## src/rtl/core/chf_pkg.sv

```systemverilog
// Shared constants, arctangent table and pipeline control type for the compass heading block.
package chf_pkg;

  // Width of the reading ports
  localparam int READING_PORT_W = 16;
  // Readings are scaled by 2^8 before rotation
  localparam int GUARD_SHIFT = 8;
  // Angle accumulator: signed, units of 2^-20 degree
  localparam int ANGLE_FRAC = 20;
  localparam int ANGLE_W = 31;
  // Result field width
  localparam int HEADING_W = 15;
  // Entries in the arctangent table
  localparam int TABLE_LEN = 24;

  localparam logic signed [ANGLE_W-1:0] DEG_0   = 31'sd0;
  localparam logic signed [ANGLE_W-1:0] DEG_180 = 31'sd188743680;
  localparam logic signed [ANGLE_W-1:0] DEG_360 = 31'sd377487360;

  // round(atan(2^-i) in degrees * 2^20)
  localparam logic signed [ANGLE_W-1:0] ATAN_DEG [TABLE_LEN] = '{
    31'sd47185920, 31'sd27855475, 31'sd14718068, 31'sd7471121,
    31'sd3750058,  31'sd1876857,  31'sd938658,   31'sd469357,
    31'sd234682,   31'sd117342,   31'sd58671,    31'sd29335,
    31'sd14668,    31'sd7334,     31'sd3667,     31'sd1833,
    31'sd917,      31'sd458,      31'sd229,      31'sd115,
    31'sd57,       31'sd29,       31'sd14,       31'sd7
  };

  // Control carried alongside each item down the chain
  typedef struct packed {
    logic valid;
    logic special;  // heading already exact, no rotation of the angle
  } chf_ctl_t;

endpackage

```

## src/rtl/core/chf_prep.sv

```systemverilog
// Input stage: sign extension, quadrant fold, scaling and base angle selection.
module chf_prep #(
  parameter int READING_WIDTH = 16,
  parameter int DATA_W = 27
) (
  input  logic                                      clk,
  input  logic                                      rst,
  input  logic                                      load,
  input  logic signed [chf_pkg::READING_PORT_W-1:0] x_reading,
  input  logic signed [chf_pkg::READING_PORT_W-1:0] y_reading,
  output logic signed [DATA_W-1:0]                  x_out,
  output logic signed [DATA_W-1:0]                  y_out,
  output logic signed [chf_pkg::ANGLE_W-1:0]        z_out,
  output chf_pkg::chf_ctl_t                         ctl_out
);

  logic signed [READING_WIDTH-1:0]    xr;
  logic signed [READING_WIDTH-1:0]    yr;
  logic signed [DATA_W-1:0]           xe;
  logic signed [DATA_W-1:0]           ye;
  logic signed [DATA_W-1:0]           x_next;
  logic signed [DATA_W-1:0]           y_next;
  logic signed [chf_pkg::ANGLE_W-1:0] z_next;
  logic                               special_next;

  // Only the low bits of each port carry the reading
  assign xr = x_reading[READING_WIDTH-1:0];
  assign yr = y_reading[READING_WIDTH-1:0];
  assign xe = DATA_W'(xr);
  assign ye = DATA_W'(yr);

  // Fold into the right half plane and pick the starting angle
  always_comb begin
    special_next = 1'b0;
    if (xr == '0 && yr == '0) begin
      special_next = 1'b1;
      z_next       = chf_pkg::DEG_180;
    end else if (yr == '0) begin
      special_next = 1'b1;
      z_next       = xr[READING_WIDTH-1] ? chf_pkg::DEG_360 : chf_pkg::DEG_180;
    end else if (xr[READING_WIDTH-1]) begin
      z_next = yr[READING_WIDTH-1] ? chf_pkg::DEG_0 : chf_pkg::DEG_360;
    end else begin
      z_next = chf_pkg::DEG_180;
    end
    if (xr[READING_WIDTH-1]) begin
      x_next = (-xe) <<< chf_pkg::GUARD_SHIFT;
      y_next = (-ye) <<< chf_pkg::GUARD_SHIFT;
    end else begin
      x_next = xe <<< chf_pkg::GUARD_SHIFT;
      y_next = ye <<< chf_pkg::GUARD_SHIFT;
    end
  end

  // Payload registers and valid flag
  always_ff @(posedge clk) begin
    x_out <= x_next;
    y_out <= y_next;
    z_out <= z_next;
    ctl_out.special <= special_next;
    if (rst) begin
      ctl_out.valid <= 1'b0;
    end else begin
      ctl_out.valid <= load;
    end
  end

endmodule

```

## src/rtl/core/chf_cell.sv

```systemverilog
// One CORDIC vectoring cell: a single micro-rotation with its arctangent step.
module chf_cell #(
  parameter int DATA_W = 27,
  parameter int STAGE = 0
) (
  input  logic                               clk,
  input  logic                               rst,
  input  logic signed [DATA_W-1:0]           x_in,
  input  logic signed [DATA_W-1:0]           y_in,
  input  logic signed [chf_pkg::ANGLE_W-1:0] z_in,
  input  chf_pkg::chf_ctl_t                  ctl_in,
  output logic signed [DATA_W-1:0]           x_out,
  output logic signed [DATA_W-1:0]           y_out,
  output logic signed [chf_pkg::ANGLE_W-1:0] z_out,
  output chf_pkg::chf_ctl_t                  ctl_out
);

  localparam logic signed [chf_pkg::ANGLE_W-1:0] ATAN_STEP = chf_pkg::ATAN_DEG[STAGE];

  logic signed [DATA_W-1:0]           dx;
  logic signed [DATA_W-1:0]           dy;
  logic signed [DATA_W-1:0]           x_next;
  logic signed [DATA_W-1:0]           y_next;
  logic signed [chf_pkg::ANGLE_W-1:0] z_next;

  // Floor shifts of the cross terms
  assign dx = y_in >>> STAGE;
  assign dy = x_in >>> STAGE;

  // Rotate towards the X axis; the angle stays put on exact headings
  always_comb begin
    if (!y_in[DATA_W-1]) begin
      x_next = x_in + dx;
      y_next = y_in - dy;
      z_next = z_in + ATAN_STEP;
    end else begin
      x_next = x_in - dx;
      y_next = y_in + dy;
      z_next = z_in - ATAN_STEP;
    end
    if (ctl_in.special) begin
      z_next = z_in;
    end
  end

  // Payload registers and valid flag
  always_ff @(posedge clk) begin
    x_out <= x_next;
    y_out <= y_next;
    z_out <= z_next;
    ctl_out.special <= ctl_in.special;
    if (rst) begin
      ctl_out.valid <= 1'b0;
    end else begin
      ctl_out.valid <= ctl_in.valid;
    end
  end

endmodule

```

## src/rtl/core/chf_round.sv

```systemverilog
// Output stage: clamp the angle to 0..360 degrees and round to the result format.
module chf_round #(
  parameter int FRACTION_BITS = 6
) (
  input  logic                                clk,
  input  logic                                rst,
  input  logic signed [chf_pkg::ANGLE_W-1:0]  z_in,
  input  chf_pkg::chf_ctl_t                   ctl_in,
  output logic [chf_pkg::HEADING_W-1:0]       heading,
  output logic                                done
);

  localparam int SHIFT = chf_pkg::ANGLE_FRAC - FRACTION_BITS;
  localparam logic [chf_pkg::ANGLE_W:0] HALF_LSB = (chf_pkg::ANGLE_W + 1)'(1) << (SHIFT - 1);

  logic signed [chf_pkg::ANGLE_W-1:0] zc;
  logic [chf_pkg::ANGLE_W:0]          biased;
  logic [chf_pkg::ANGLE_W:0]          rounded;

  // Clamp residue past either end
  always_comb begin
    if (z_in[chf_pkg::ANGLE_W-1]) begin
      zc = chf_pkg::DEG_0;
    end else if (z_in > chf_pkg::DEG_360) begin
      zc = chf_pkg::DEG_360;
    end else begin
      zc = z_in;
    end
  end

  // Round to nearest, ties upward
  assign biased  = {1'b0, zc} + HALF_LSB;
  assign rounded = biased >> SHIFT;

  always_ff @(posedge clk) begin
    heading <= rounded[chf_pkg::HEADING_W-1:0];
  end

  always_ff @(posedge clk) begin
    if (rst) begin
      done <= 1'b0;
    end else begin
      done <= ctl_in.valid;
    end
  end

endmodule

```

## src/rtl/core/compass_heading_from_xy.sv

```systemverilog
// Top level: compass heading from X/Y magnetometer readings by a chain of CORDIC cells.
//
//   Channel   Ports                              Transfer when
//   input     start, busy, x_reading, y_reading  start high and busy low at a clock edge
//   result    done, heading                      done high for one cycle
//
// Registers along the path: one input register, one register per CORDIC cell and
// one clamp-and-round register. A new pair may be started every
// cycle; busy is always low since every cell hands its item on each cycle.
// Synchronous reset clears the valid flags along the chain; items in flight
// are dropped. The receiver cannot stall, so nothing holds back the chain.
module compass_heading_from_xy #(
  parameter int CORDIC_STAGES = 16,
  parameter int READING_WIDTH = 16,
  parameter int FRACTION_BITS = 6
) (
  input  logic                                      clk,
  input  logic                                      rst,
  input  logic                                      start,
  output logic                                      busy,
  input  logic signed [chf_pkg::READING_PORT_W-1:0] x_reading,
  input  logic signed [chf_pkg::READING_PORT_W-1:0] y_reading,
  output logic                                      done,
  output logic [chf_pkg::HEADING_W-1:0]             heading
);

  // Folded magnitude up to 2^(RW-1), scaled by 2^8, CORDIC growth below 4
  localparam int DATA_W = READING_WIDTH + chf_pkg::GUARD_SHIFT + 3;
  localparam int LATENCY = CORDIC_STAGES + 2;
  localparam int HEADING_MAX = 360 << FRACTION_BITS;
  localparam logic [chf_pkg::HEADING_W-1:0] HEADING_HALF =
    chf_pkg::HEADING_W'(180 << FRACTION_BITS);

  logic signed [DATA_W-1:0]           xs [CORDIC_STAGES+1];
  logic signed [DATA_W-1:0]           ys [CORDIC_STAGES+1];
  logic signed [chf_pkg::ANGLE_W-1:0] zs [CORDIC_STAGES+1];
  chf_pkg::chf_ctl_t                  ctls [CORDIC_STAGES+1];

  assign busy = 1'b0;

  // Input stage
  chf_prep #(
    .READING_WIDTH (READING_WIDTH),
    .DATA_W        (DATA_W)
  ) u_prep (
    .clk       (clk),
    .rst       (rst),
    .load      (start && !busy),
    .x_reading (x_reading),
    .y_reading (y_reading),
    .x_out     (xs[0]),
    .y_out     (ys[0]),
    .z_out     (zs[0]),
    .ctl_out   (ctls[0])
  );

  // Chain of CORDIC cells
  for (genvar i = 0; i < CORDIC_STAGES; i++) begin : g_cell
    chf_cell #(
      .DATA_W (DATA_W),
      .STAGE  (i)
    ) u_cell (
      .clk     (clk),
      .rst     (rst),
      .x_in    (xs[i]),
      .y_in    (ys[i]),
      .z_in    (zs[i]),
      .ctl_in  (ctls[i]),
      .x_out   (xs[i+1]),
      .y_out   (ys[i+1]),
      .z_out   (zs[i+1]),
      .ctl_out (ctls[i+1])
    );
  end

  // Clamp and round
  chf_round #(
    .FRACTION_BITS (FRACTION_BITS)
  ) u_round (
    .clk     (clk),
    .rst     (rst),
    .z_in    (zs[CORDIC_STAGES]),
    .ctl_in  (ctls[CORDIC_STAGES]),
    .heading (heading),
    .done    (done)
  );

  // Every accepted pair produces a result after the fixed latency
  a_start_gives_done: assert property (@(posedge clk) disable iff (rst)
    start && !busy |-> ##LATENCY done)
    else $error("result missing after accepted pair");

  // No result without a pair accepted the latency earlier
  a_done_has_start: assert property (@(posedge clk) disable iff (rst)
    done |-> $past(start && !busy, LATENCY))
    else $error("result without accepted pair");

  // Heading never exceeds 360 degrees when it fits the field
  a_heading_range: assert property (@(posedge clk) disable iff (rst)
    done && (FRACTION_BITS <= 6) |-> int'(heading) <= HEADING_MAX)
    else $error("heading out of range");

  // Zero Y with non-negative X is exactly 180 degrees
  a_axis_heading: assert property (@(posedge clk) disable iff (rst)
    start && !busy && (y_reading[READING_WIDTH-1:0] == '0)
      && !x_reading[READING_WIDTH-1] && (FRACTION_BITS <= 6)
      |-> ##LATENCY heading == HEADING_HALF)
    else $error("axis heading not exact");

endmodule

```

## config.mk

```make
export PLATFORM = sky130hd
export DESIGN_NAME = compass_heading_from_xy
export DESIGN_NICKNAME = d
export VERILOG_FILES = /design/src/rtl/core/chf_pkg.sv /design/src/rtl/core/chf_prep.sv /design/src/rtl/core/chf_cell.sv /design/src/rtl/core/chf_round.sv /design/src/rtl/core/compass_heading_from_xy.sv
export SDC_FILE = /design/constraint.sdc
export NUM_CORES = 2
export LEC_CHECK = 0
export BUFFER_PORTS_ARGS = -buffer_cell sky130_fd_sc_hd__buf_2
export CAP_MARGIN = 20
export CORE_MARGIN = 1.5
export CORE_UTILIZATION = 59
export DETAILED_ROUTE_END_ITERATION = 6
export PLACE_DENSITY = 0.75
export SYNTH_ARGS = -nofsm -noshare
export SYNTH_HDL_FRONTEND = slang
export SYNTH_HIERARCHICAL = 1
export SYNTH_SLANG_ARGS = --single-unit
```

## constraint.sdc

```tcl
create_clock -name clk -period 4.7 [get_ports clk]
set_input_delay 0.94 -clock clk [delete_from_list [all_inputs] [get_ports clk]]
set_output_delay 0.94 -clock clk [all_outputs]
set_load 0.01 [all_outputs]
```

=== After elaboration in Yosys (flattened, before gate mapping) ===
Index checks and enable logic that the tools add are counted.

* Register bits: 1413
* Input port bits: 35
* Word-level logic and storage cells: 250

* Add/sub/neg operators: 92
* Magnitude comparators: 1
* Multiplexer cells: 70
* Reduce and logical (&&, ||, !) cells: 3

{| class="wikitable"
|+ Operator list
! cell !! number
|-
| 31-bit two-way mux || 33
|-
| 27-bit two-way mux || 30
|-
| 29-bit two-way mux || 5
|-
| 27-bit by 14-bit adder with 27-bit output || 2
|-
| 27-bit by 15-bit adder with 27-bit output || 2
|-
| 27-bit by 16-bit adder with 27-bit output || 2
|-
| 27-bit by 17-bit adder with 27-bit output || 2
|-
| 27-bit by 18-bit adder with 27-bit output || 2
|-
| 27-bit by 19-bit adder with 27-bit output || 2
|-
| 27-bit by 20-bit adder with 27-bit output || 2
|-
| 27-bit by 21-bit adder with 27-bit output || 2
|-
| 27-bit by 22-bit adder with 27-bit output || 2
|-
| 27-bit by 23-bit adder with 27-bit output || 2
|-
| 27-bit by 24-bit adder with 27-bit output || 2
|-
| 27-bit by 25-bit adder with 27-bit output || 2
|-
| 27-bit by 26-bit adder with 27-bit output || 2
|-
| 27-bit by 14-bit subtractor with 27-bit output || 2
|-
| 27-bit by 15-bit subtractor with 27-bit output || 2
|-
| 27-bit by 16-bit subtractor with 27-bit output || 2
|-
| 27-bit by 17-bit subtractor with 27-bit output || 2
|-
| 27-bit by 18-bit subtractor with 27-bit output || 2
|-
| 27-bit by 19-bit subtractor with 27-bit output || 2
|-
| 27-bit by 20-bit subtractor with 27-bit output || 2
|-
| 27-bit by 21-bit subtractor with 27-bit output || 2
|-
| other kinds (48) || 56
|}

=== Longest topological paths before layout ===
* Depth after elaboration: 4
* Gate-level depth with buffers: 19

=== Cells and area by module ===
The synthesis kept the hierarchy.

{| class="wikitable"
|+ By module, submodules not included
! module !! instances !! cells an instance !! area each (um^2) !! sequential area each (um^2)
|-
| chf_cell at g_cell[4].u_cell || 1 || 971 || 7559.8 || 1741.7
|-
| chf_cell at g_cell[3].u_cell || 1 || 944 || 7478.4 || 1741.7
|-
| chf_cell at g_cell[2].u_cell || 1 || 899 || 7334.5 || 1741.7
|-
| chf_cell at g_cell[9].u_cell || 1 || 910 || 7292.0 || 1741.7
|-
| chf_cell at g_cell[5].u_cell || 1 || 904 || 7263.2 || 1741.7
|-
| chf_cell at g_cell[1].u_cell || 1 || 865 || 7114.3 || 1741.7
|-
| chf_cell at g_cell[8].u_cell || 1 || 877 || 7086.8 || 1741.7
|-
| chf_cell at g_cell[7].u_cell || 1 || 855 || 7074.3 || 1741.7
|-
| chf_cell at g_cell[15].u_cell || 1 || 880 || 7051.8 || 1741.7
|-
| chf_cell at g_cell[12].u_cell || 1 || 866 || 6981.7 || 1741.7
|-
| chf_cell at g_cell[14].u_cell || 1 || 863 || 6977.9 || 1741.7
|-
| chf_cell at g_cell[6].u_cell || 1 || 845 || 6969.2 || 1741.7
|-
| chf_cell at g_cell[11].u_cell || 1 || 857 || 6909.1 || 1741.7
|-
| chf_cell at g_cell[13].u_cell || 1 || 822 || 6865.3 || 1741.7
|-
| 5 more rows || -- || -- || -- || --
|}

=== Least setup slack after synthesis ===
No wires, ideal clock.

* Kind: register to register
* From: register g_cell[12].u_cell.y_out[26]
* To: register g_cell[13].u_cell.x_out[22]
* Arrival: 3838 ps
* Data required time: 4579 ps
* Slack: 740 ps
* Cell stages (with the launch flop): 14
* Path buffers: 2
* Clock period less this slack: 3960 ps
* Cells stage by stage: dfxtp_1 -> clkbuf_1 -> buf_1 -> mux2i_1 -> inv_1 -> fa_1 -> nor2b_1 -> o31a_1 -> o2111ai_1 -> o311ai_2 -> o31ai_2 -> or4_1 -> nor2b_1 -> xnor2_1

* Word-level cells in the longest chain between the ends: 2
* Elaborated cells on any way between the ends: 3
* Those cells by class: add/sub (2); mux (1)

{| class="wikitable"
|+ Ends and longest elaborated chain
! item !! RTL line !! source
|-
| from (decl) || chf_cell.sv:13 || <nowiki>output logic signed [DATA_W-1:0] y_out,</nowiki>
|-
| from (signal assigned) || chf_cell.sv:49 || <nowiki>y_out <= y_next;</nowiki>
|-
| 27-bit by 14-bit adder with 27-bit output or 27-bit by 14-bit subtractor with 27-bit output (tied branches) || chf_cell.sv:33, chf_cell.sv:37 ||
|-
| 27-bit two-way mux (*) || chf_cell.sv:32 || <nowiki>if (!y_in[DATA_W-1]) begin</nowiki>
|-
| named net g_cell[13].u_cell.x_next[22] || chf_cell.sv:22 || <nowiki>logic signed [DATA_W-1:0] x_next;</nowiki>
|-
| to (signal assigned) || chf_cell.sv:48 || <nowiki>x_out <= x_next;</nowiki>
|-
| to (decl) || chf_cell.sv:12 || <nowiki>output logic signed [DATA_W-1:0] x_out,</nowiki>
|}

Mark *: on every way through the listed nets, which the timed path passes. The rest lies on a longest branch.
A chain may end at the register's enable or synchronous reset.

=== Worst setup path in the final report ===
* From: register g_cell[6].u_cell.x_out[8]
* To: register g_cell[7].u_cell.y_out[23]

* Word-level cells in the longest chain between the ends: 2
* Elaborated cells on any way between the ends: 3
* Those cells by class: add/sub (2); mux (1)

{| class="wikitable"
|+ Ends and longest elaborated chain
! item !! RTL line !! source
|-
| from (decl) || chf_cell.sv:12 ||
|-
| from (signal assigned) || chf_cell.sv:48 ||
|-
| 27-bit by 20-bit subtractor with 27-bit output or 27-bit by 20-bit adder with 27-bit output (tied branches) || chf_cell.sv:34, chf_cell.sv:38 ||
|-
| 27-bit two-way mux (*) || chf_cell.sv:32 ||
|-
| named net g_cell[7].u_cell.y_next[23] || chf_cell.sv:23 || <nowiki>logic signed [DATA_W-1:0] y_next;</nowiki>
|-
| to (signal assigned) || chf_cell.sv:49 ||
|-
| to (decl) || chf_cell.sv:13 ||
|}

Marks and branches as above.

==> impl_results.md <==
* Crit Path Class: reg2reg
* Endpoints failing setup at 0
* DR DRC count at 0
* R2r startpoint: g_cell[6].u_cell/x_out[8]
* Status: finished clean
* Yosys warns at 6
* Crit path cell chain: inv_1, ha_1, nor3b_1, nor3b_1, nand3b_1, nor3_1, nor2_1, xor2_1, ha_1, a21o_1, a21o_1, a21oi_1, o21bai_1, a21o_1, a2111oi_0, nor3_1, xor2_1
* TritonCTS clock tree: yes
* Most used cell, CP: a21o_1
* Routed vias/inst at roughly 6
* Skew final at about 0.033 ns
* Critical-path maximum fanout at 7
* Final HPWL DP at ~230000 um
* Tmin final at between 4 and 5 ns
* H-tree depth at 4
* RSZ-0062 raised after global routing: false
* Clk slew on worst S/H paths at approximately 0.060 ns
* Die width at roughly 430 um
* Critical path's top delay family: simple AND/OR/NAND/NOR gates
* Initial antenna violation count at 15
* GRT overflow at 0
* Period utilization at 0.9436
* Worst Setup SP: g_cell[6].u_cell/x_out[8]
* DIE AREA at between 0.15 and 0.2 mm^2
* Vias in the first global route at just over 90000
* Worst Setup End Kind: flip-flop
* Gpl congestion at 0.9645
* Initial Utilization at 0.5956
* Avg WL per Cell at around 18 um
* Final Util at 0.6384
* CTS Sinks at 1328
* Layout area overhead at 7.181%
* Design area at between 0.1 and 0.15 mm^2
* Bufs and invs on worst path at 1
* TritonRoute pass-1 iters at 6
* CP startpoint kind: flip-flop
* DR iter-0 viols at approximately 7400
* Num ports at 52
* Critical Path Max Stage Delay at a little over 0.5 ns
* Rows at ~160
* Max-cap violations at 0
* HP Class: in2reg
* Synth Instances at 13339
* Maximum clock frequency at roughly 0.23 GHz
* Slowest CP cell: nor3b_1
* First-pass GRT wire length at around 470000 um
* DR vias at 97267
* Vert. Die Dim at ~430 um
* Hold_sp: x_reading[0]
* Fin worst setup slack at between 0.2 and 0.3 ns
* Final Max Slew Viols at 0
* Number of port buffers at 50
* Slew @ Worst Pin at 0.8444 ns
* DRT Wirelength at between 200000 and 300000 um
* Placed inst area at about 0.11 mm^2
* Num CTS Buffers at approximately 160
* Root buf cell: clkbuf_16
* Clock buffer depth at 3
* Gr usage total at 0.3015
* Final TNS setup at 0 ns
* Largest net degree at the start of global routing at 79
* Worst Path Arrival at slightly above 5 ns
* Pre-CTS WS at just under 0.5 ns
* Final ANT Viol Nets at 0
* Fraction of layout cells with a size suffix above 1 at 0.05447
* Req. time, crit path at 5.37 ns
* R2R setup slack at between 0.2 and 0.3 ns
* Final hold viol count at 0
* NumNets Final at around 15000
* Setup Buffers After CTS at 0
* Synthesized cell area at around 0.11 mm^2
* Worst slew margin at 0.4225
* Floorplan Core Area at around 0.18 mm^2
* Syn_area_per_cell at approximately 8.1 um^2
* Clk_lat worst skew at between 0.8 and 0.9 ns
==> per-stage QoR <==
step,std cells,hold WS (ns)
2_1_floorplan,13381,0.3096
3_3_place_gp,15468,0.3130
3_5_place_dp,15468,0.3136
4_1_cts,15753,0.2419
5_1_grt,15757,0.2701
6_report,15757,0.3052
==> path summary, 6_finish.rpt <==
check / endpoint / cells past startpoint
setup / recovery: g_cell[7].u_cell/y_out[23] / 17
hold / removal: u_prep/x_out[8] / 1
setup reg to reg: g_cell[7].u_cell/y_out[23] / 17
hold reg to reg: g_cell[12].u_cell/z_out[1] / 0
==> worst register-to-register path, stage by stage (launching register included) <==
cell and delay, ns:
dfxtp_1 0.34, inv_1 0.07, ha_1 0.15, nor3b_1 0.36, nor3b_1 0.51, nand3b_1 0.25
nor3_1 0.41, nor2_1 0.10, xor2_1 0.16, ha_1 0.37, a21o_1 0.23, a21o_1 0.19
a21oi_1 0.20, o21bai_1 0.10, a21o_1 0.20, a2111oi_0 0.41, nor3_1 0.12, xor2_1 0.16
==> cells in the final DEF (no fill, tap or decap), types with 114 or more instances in the layout <==
master,n
o21a_1,177
o21ai_1,168
a21oi_1,1242
inv_1,556
nand3_1,262
a21o_1,549
nand2_1,1152
a31oi_1,165
o21ai_0,793
xor2_1,551
nor3_1,327
nor2_1,1057
dfxtp_1,1312
nor2b_1,168
ha_1,1296
nand4_1,133
a211oi_1,168
o31ai_1,114
o21bai_1,133
xnor2_1,913
nand2b_1,141
clkbuf_16,159
and3_1,134
==> metal layers <==
| layer | track usage | vias up | wire length (um) |
|---|---|---|---|
| met5 | 0 | - | 13 |
| met4 | 0.1082 | 2 | 9845 |
| met3 | 0.03366 | 631 | 14540 |
| met2 | 0.5119 | 2892 | 135600 |
| met1 | 0.3937 | 45697 | 129900 |
| li1 | - | 48045 | - |
==> registers in the layout, summed over array words and instances (netlist names) <==
register	cells
u_round/done	1
u_round/heading	15
g_cell.u_cell/y_out	379
g_cell.u_cell/z_out	496
u_prep/z_out	3
u_prep/ctl_out	2
g_cell.u_cell/ctl_out	31
u_prep/y_out	19
g_cell.u_cell/x_out	363
u_prep/x_out	19
==> layout make-up <==
cell class / instances / area, um^2
inverters: 567 / 2128
fillers: 15754 / 65510
well taps: 2370 / 2965
clock inverters: 85 / 1175
flip-flops and latches: 1328 / 26610
clock buffers: 200 / 4403
multi-input cells: 11083 / 77550
repair buffers: 120 / 788.3
diodes: 4 / 10.01
==> timing repair <==
item	CTS	global route
hold buffers	0	0
setup endpoints to repair	0	1
gates resized for setup	0	1
Power is left out: the tool's default activity adds up to more than one toggle a clock period on the data nets, which glitch-free logic cannot reach.
